--- src/rtl/multichannel_conv2d_4x4_assert.svh ---
// Assertion macros for the convolution RTL, included by the queue module.
`ifndef MULTICHANNEL_CONV2D_4X4_ASSERT_SVH
`define MULTICHANNEL_CONV2D_4X4_ASSERT_SVH

`ifndef SYNTH

// Check cons in the same cycle whenever ante holds.
`define MC4_ASSERT_NOW(lbl, clk, rst, ante, cons) \
  lbl: assert property (@(posedge clk) disable iff (rst) (ante) |-> (cons)) \
    else $error("assertion failed");

// Check cons in the cycle after ante holds.
`define MC4_ASSERT_NEXT(lbl, clk, rst, ante, cons) \
  lbl: assert property (@(posedge clk) disable iff (rst) (ante) |=> (cons)) \
    else $error("assertion failed");

`else

`define MC4_ASSERT_NOW(lbl, clk, rst, ante, cons)
`define MC4_ASSERT_NEXT(lbl, clk, rst, ante, cons)

`endif

`endif

--- src/rtl/mc4_pkg.sv ---
// Shared types and constants of the multichannel 4x4 convolution block.
package mc4_pkg;

  localparam int KSIZE = 4;
  localparam int NCHAN = 3;
  localparam int SAMPLE_W = 8;
  localparam int PIX_W = NCHAN * SAMPLE_W;
  localparam int WEIGHT_REG_W = KSIZE * 8;
  localparam int SUM_W = 22;
  localparam int PROD_W = 17;
  localparam int QDEPTH = 4;
  localparam int QCNT_W = $clog2(QDEPTH + 1);

  localparam int DEF_IMAGE_WIDTH = 16;
  localparam int DEF_IMAGE_HEIGHT = 24;

  // Configuration register indexes.
  localparam logic [1:0] REG_WEIGHTS_ROW0 = 2'd0;
  localparam logic [1:0] REG_WEIGHTS_ROW1 = 2'd1;
  localparam logic [1:0] REG_WEIGHTS_ROW2 = 2'd2;
  localparam logic [1:0] REG_WEIGHTS_ROW3 = 2'd3;

  typedef logic [PIX_W-1:0] pix_t;
  typedef logic [4:0] orow_t;
  typedef logic [3:0] ocol_t;
  typedef logic signed [SUM_W-1:0] sum_t;
  typedef logic signed [PROD_W-1:0] prod_t;

  // [row][tap], row 0 is the oldest image row, tap 0 the leftmost column
  typedef pix_t [KSIZE-1:0][KSIZE-1:0] win_t;

  typedef logic [KSIZE-1:0][WEIGHT_REG_W-1:0] weights_t;

  typedef struct packed {
    orow_t out_row;
    ocol_t out_col;
    logic  frame_last;
  } pos_t;

  typedef struct packed {
    win_t win;
    pos_t pos;
  } q_entry_t;

endpackage

--- src/rtl/mc4_fifo.sv ---
// Short queue of window snapshots between the pixel front end and the MAC pipeline.
module mc4_fifo #(
  parameter int DEPTH = mc4_pkg::QDEPTH
) (
  input  logic                 clk,
  input  logic                 rst,
  input  logic                 push,
  input  mc4_pkg::q_entry_t    push_data,
  input  logic                 pop,
  output logic                 pop_valid,
  output mc4_pkg::q_entry_t    pop_data,
  output logic [$clog2(DEPTH+1)-1:0] count
);

  localparam int PTR_W = (DEPTH > 1) ? $clog2(DEPTH) : 1;
  localparam int CNT_W = $clog2(DEPTH + 1);

  mc4_pkg::q_entry_t entries [DEPTH];
  logic [PTR_W-1:0] wr_ptr;
  logic [PTR_W-1:0] rd_ptr;
  logic do_pop;

  assign pop_valid = (count != '0);
  assign pop_data  = entries[rd_ptr];
  assign do_pop    = pop && pop_valid;

  always_ff @(posedge clk) begin
    if (rst) begin
      wr_ptr <= '0;
      rd_ptr <= '0;
      count  <= '0;
    end else begin
      if (push) begin
        wr_ptr <= (wr_ptr == PTR_W'(DEPTH - 1)) ? '0 : wr_ptr + PTR_W'(1);
      end
      if (do_pop) begin
        rd_ptr <= (rd_ptr == PTR_W'(DEPTH - 1)) ? '0 : rd_ptr + PTR_W'(1);
      end
      count <= count + CNT_W'(push) - CNT_W'(do_pop);
    end
  end

  always_ff @(posedge clk) begin
    if (push) begin
      entries[wr_ptr] <= push_data;
    end
  end

`include "multichannel_conv2d_4x4_assert.svh"

  `MC4_ASSERT_NOW(a_no_overflow, clk, rst, push, (count != CNT_W'(DEPTH)) || do_pop)
  `MC4_ASSERT_NOW(a_pop_valid_tracks_count, clk, rst, pop_valid, count <= CNT_W'(DEPTH))
  `MC4_ASSERT_NEXT(a_count_step, clk, rst, push && !do_pop, count == $past(count) + 1'b1)

endmodule

--- config.mk ---
export PLATFORM = sky130hd
export DESIGN_NAME = mc4_fifo
export DESIGN_NICKNAME = d
export VERILOG_FILES = /design/src/rtl/mc4_pkg.sv /design/src/rtl/mc4_fifo.sv
export VERILOG_INCLUDE_DIRS = /design/src /design/src/rtl
export SDC_FILE = /design/constraint.sdc
export NUM_CORES = 1
export LEC_CHECK = 0
export BUFFER_PORTS_ARGS = -buffer_cell sky130_fd_sc_hd__buf_2
export CORE_ASPECT_RATIO = 2
export CORE_MARGIN = 2
export CORE_UTILIZATION = 45
export DETAILED_ROUTE_END_ITERATION = 8
export GPL_TIMING_DRIVEN = 0
export PLACE_DENSITY = 0.77
export RECOVER_POWER = 25
export SLEW_MARGIN = 20
export SYNTH_ARGS = -nofsm -noshare
export SYNTH_HDL_FRONTEND = slang
export SYNTH_SLANG_ARGS = --single-unit
--- constraint.sdc ---
create_clock -name clk -period 38.2 [get_ports clk]
set_input_delay 7.64 -clock clk [delete_from_list [all_inputs] [get_ports clk]]
set_output_delay 7.64 -clock clk [all_outputs]
set_load 0.005 [all_outputs]
==> results_tabular.tex <==
\begin{tabular}{lr}
\hline
Metric & Value \\
\hline
\multicolumn{2}{l}{\textbf{Run status}} \\
Status & finished, final reports clean \\
\multicolumn{2}{l}{\textbf{Pwr}} \\
Total power consumption of the routed design & 4.11 mW \\
Static Leakage & 22.2 nW \\
Max VDD drop & 0.0572 mV \\
Total power density per cell area & 60.0 nW/um\^{}2 \\
\multicolumn{2}{l}{\textbf{Logic synthesis}} \\
Post-synthesis net count & 2508 \\
Top-area cell type share of the netlist area & 82.5\% \\
Syn Inst Count & 2102 \\
Count of different cell masters after synthesis & 22 \\
Synthesized area per cell & 27.3 sq um \\
Warnings from Yosys & 0 \\
Sequential element share of the synthesized area & 82.8\% \\
Cell taking the most area after synthesis & edfxtp\_1 \\
Largest cells by area after synthesis & edfxtp\_1, mux4\_2, buf\_6 \\
Netlist area before placement & 57400 sq um \\
\#FFs+latches synth & 1585 \\
\multicolumn{2}{l}{\textbf{Final layout}} \\
Fraction of final layout cells with drive strength greater than 1 & 39.3\% \\
Final net count & 3475 \\
Filler instances & 9402 \\
Commonest non-fill, non-tap cells in the layout & edfxtp\_1, buf\_2, mux4\_2, clkbuf\_1, clkbuf\_16 \\
Most common library cell in the layout ignoring fill and taps & edfxtp\_1 \\
Area growth from synthesis to layout & 19.3\% \\
\multicolumn{2}{l}{\textbf{GRT}} \\
Largest net degree at the start of global routing & 48 \\
Global-route wire length before repair & 194 mm \\
Most used routing layer in global routing & met2 \\
Met1 routing resource usage after global routing & 21.2\% \\
Met2 GRT Util & 35.5\% \\
Global-route usage over all layers & 20.7\% \\
Met3 demand-to-capacity share in global routing & 10.8\% \\
Vias in the first global route & 28500 \\
Antenna violations before repair & 71 \\
Total global routing overflow & 0 \\
\multicolumn{2}{l}{\textbf{Route}} \\
Iteration-0 DRC Markers & 2115 \\
TritonRoute pass-1 iters & 5 \\
Number of vias per cell & 5.47 \\
Vias & 26700 \\
Post-route DRC violation count & 0 \\
Post-DRT Antenna Nets & 0 \\
Routed wirelength normalized by instance count & 27.8 um \\
DRT Wirelength & 136 mm \\
\multicolumn{2}{l}{\textbf{STA}} \\
Remaining max-slew budget at the tightest pin & 39.3\% \\
RSZ-0062 raised after global routing & false \\
Fin crit period & 10790 ps \\
Final hold violations & 0 \\
Slew at the pin closest to its max-slew limit & 910 ps \\
Setup TNS Final & 0 ps \\
Maximum clock skew at final layout & 36.1 ps \\
Number of slew-limit violations in the final report & 0 \\
F\_max & 0.0927 GHz \\
Final period utilization & 28.2\% \\
Number of setup violations in the final report & 0 \\
\multicolumn{2}{l}{\textbf{Clocking}} \\
\# resized after CTS & 0 \\
Clock tree from TritonCTS & yes \\
Clock Pin Slew Worst Setup and Hold Paths & 60 ps \\
Clock sink count & 1585 \\
Maximum buffer depth of the clock tree & 3 \\
H-tree depth & 4 \\
Post-CTS Hold Buffers & 0 \\
Post-CTS Setup Bufs & 0 \\
Clk Latency, worst-skew pair & 770 ps \\
Root buffer cell & clkbuf\_16 \\
Number of buffers added by the clock tree synthesis step & 133 \\
\multicolumn{2}{l}{\textbf{Worst setup path}} \\
Worst-path cell chain & buf\_2 -> clkbuf\_1 -> buf\_2 -> mux4\_2 -> buf\_2 \\
Crit path kind & flip-flop to output pin \\
Element type at the critical path start & flip-flop \\
Critical path required time & 30560 ps \\
Cells on worst reg2reg path & 5 \\
Biggest fanout along the worst timing path & 10 \\
Worst-path cell with the longest stage delay & clkbuf\_1 \\
Data arrival, critical path & 3150 ps \\
Endpoint kind of the worst setup timing path & output pin \\
Most common cell type on the critical path & buf\_2 \\
Worst reg2reg path startpoint & wr\_ptr[0]\$\_SDFFE\_PP0P\_ \\
Worst-case register-to-register setup slack & 35640 ps \\
Capture point of the worst reg-to-reg path & entries[1][276]\$\_DFFE\_PP\_ \\
Delay contributed by the slowest stage of the critical path & 720 ps \\
\multicolumn{2}{l}{\textbf{Min path}} \\
Hold depth & 2 \\
Launch point of the worst hold path & rd\_ptr[1]\$\_SDFFE\_PP0N\_ \\
Class of the worst hold path & flip-flop to flip-flop \\
\multicolumn{2}{l}{\textbf{Placed design}} \\
DPL Wire Length & 92.6 mm \\
Placer congestion estimate & 0.807 \\
Number of port buffers & 794 \\
\multicolumn{2}{l}{\textbf{Floorplanning}} \\
Top-Level Pins & 796 \\
Site row count & 185 \\
Core Region & 127000 sq um \\
Effective utilization at floorplan & 45.2\% \\
Y dimension of the die & 509 um \\
Die X-Extent & 256 um \\
Die Outline Area & 131000 sq um \\
\multicolumn{2}{l}{\textbf{Job}} \\
Reported max-cap violation count & 0 \\
\hline
\end{tabular}
-- how the worst max path moves through the flow --
stage | startpoint | to | slack [ps] | cells past startpoint
2_1_floorplan | push | entries[0][0]$_DFFE_PP_ | 20890 | 1
5_1_grt | flip-flop | pop_data[108] | 27360 | 5
4_1_cts | flip-flop | pop_data[108] | 27280 | 5
6_report | flip-flop | pop_data[108] | 27410 | 5
3_5_place_dp | flip-flop | pop_data[108] | 28130 | 5
3_3_place_gp | push | entries[0][262]$_DFFE_PP_ | 13460 | 2
-- synth_stat cells --
master    count
a21oi_1       1
and2_1        4
buf_2        41
buf_6        38
buf_8         3
clkbuf_1      7
dfxtp_1       9
edfxtp_1   1576
fa_1          1
ha_1          7
inv_1         5
mux2_2        1
mux2i_1       2
mux4_2      394
nand2b_1      3
nor2_1        3
nor2b_1       2
nor3_1        1
o31a_1        1
or3_1         1
or3b_2        1
xnor3_1       1
-- sequential cells by signal, summed over array words and instances (netlist names), named ones only --
register and flops:
entries 1576, count 3, wr_ptr 2, rd_ptr 2
-- per-layer routing --
layer,vias up,share of wire (%)
li1,11100,-
met2,1358,51
met4,70,3.5
met1,13900,31
met3,302,14
met5,-,0.34
-- per-stage QoR --
stage	hold slack [ps]	worst slack [ps]	instance area, sq um	std cells	utilization [%]
after floorplan	468	20890	57400	2102	-
after global placement	488	13460	63400	4579	50.0
after detailed placement	514	28130	64400	4617	50.8
after CTS	521	27280	68700	4856	54.2
after global routing	561	27360	68400	4868	53.9
final	509	27410	68500	4888	54.0
-- critical path: cells and delay by family (launching register included) --
| family | cells | cell delay (ps) |
|---|---|---|
| buf+inv | 4 | 1620 |
| flops | 1 | 300 |
| mux | 1 | 470 |
-- power breakdown --
| part | switching [mW] | internal, mW | total [mW] | leakage, nW |
|---|---|---|---|---|
| Combinational | 0.395 | 0.377 | 0.772 | 5.55 |
| Clock | 0.609 | 0.721 | 1.33 | 2.06 |
| Sequential | 0.0176 | 1.99 | 2.00 | 14.5 |
-- logic make-up after synthesis --
group	share of synthesized area (%)
DFF	82.8
muxes	15.5
buffers and inverters	1.26
and+or+nand+nor	0.153
adders and majority gates	0.188
AOI/OAI and AO/OA	0.0240
xor gates and xnor gates	0.0393
-- layout make-up --
cell class	instances	area, sq um	area share [%]
Multi-Input combinational cell	423	9150	13.4
Sequential cell	1585	47500	69.4
Timing Repair Buffer	832	4620	6.75
Inverter	5	18.8	0.0274
Antenna cell	32	80.1	0.117
Buffer	89	706	1.03
Clock inverter	85	812	1.19
Clock buffer	154	3470	5.07
Tap cell	1683	2110	3.08
Note: power is estimated with default switching activity, not from simulation.
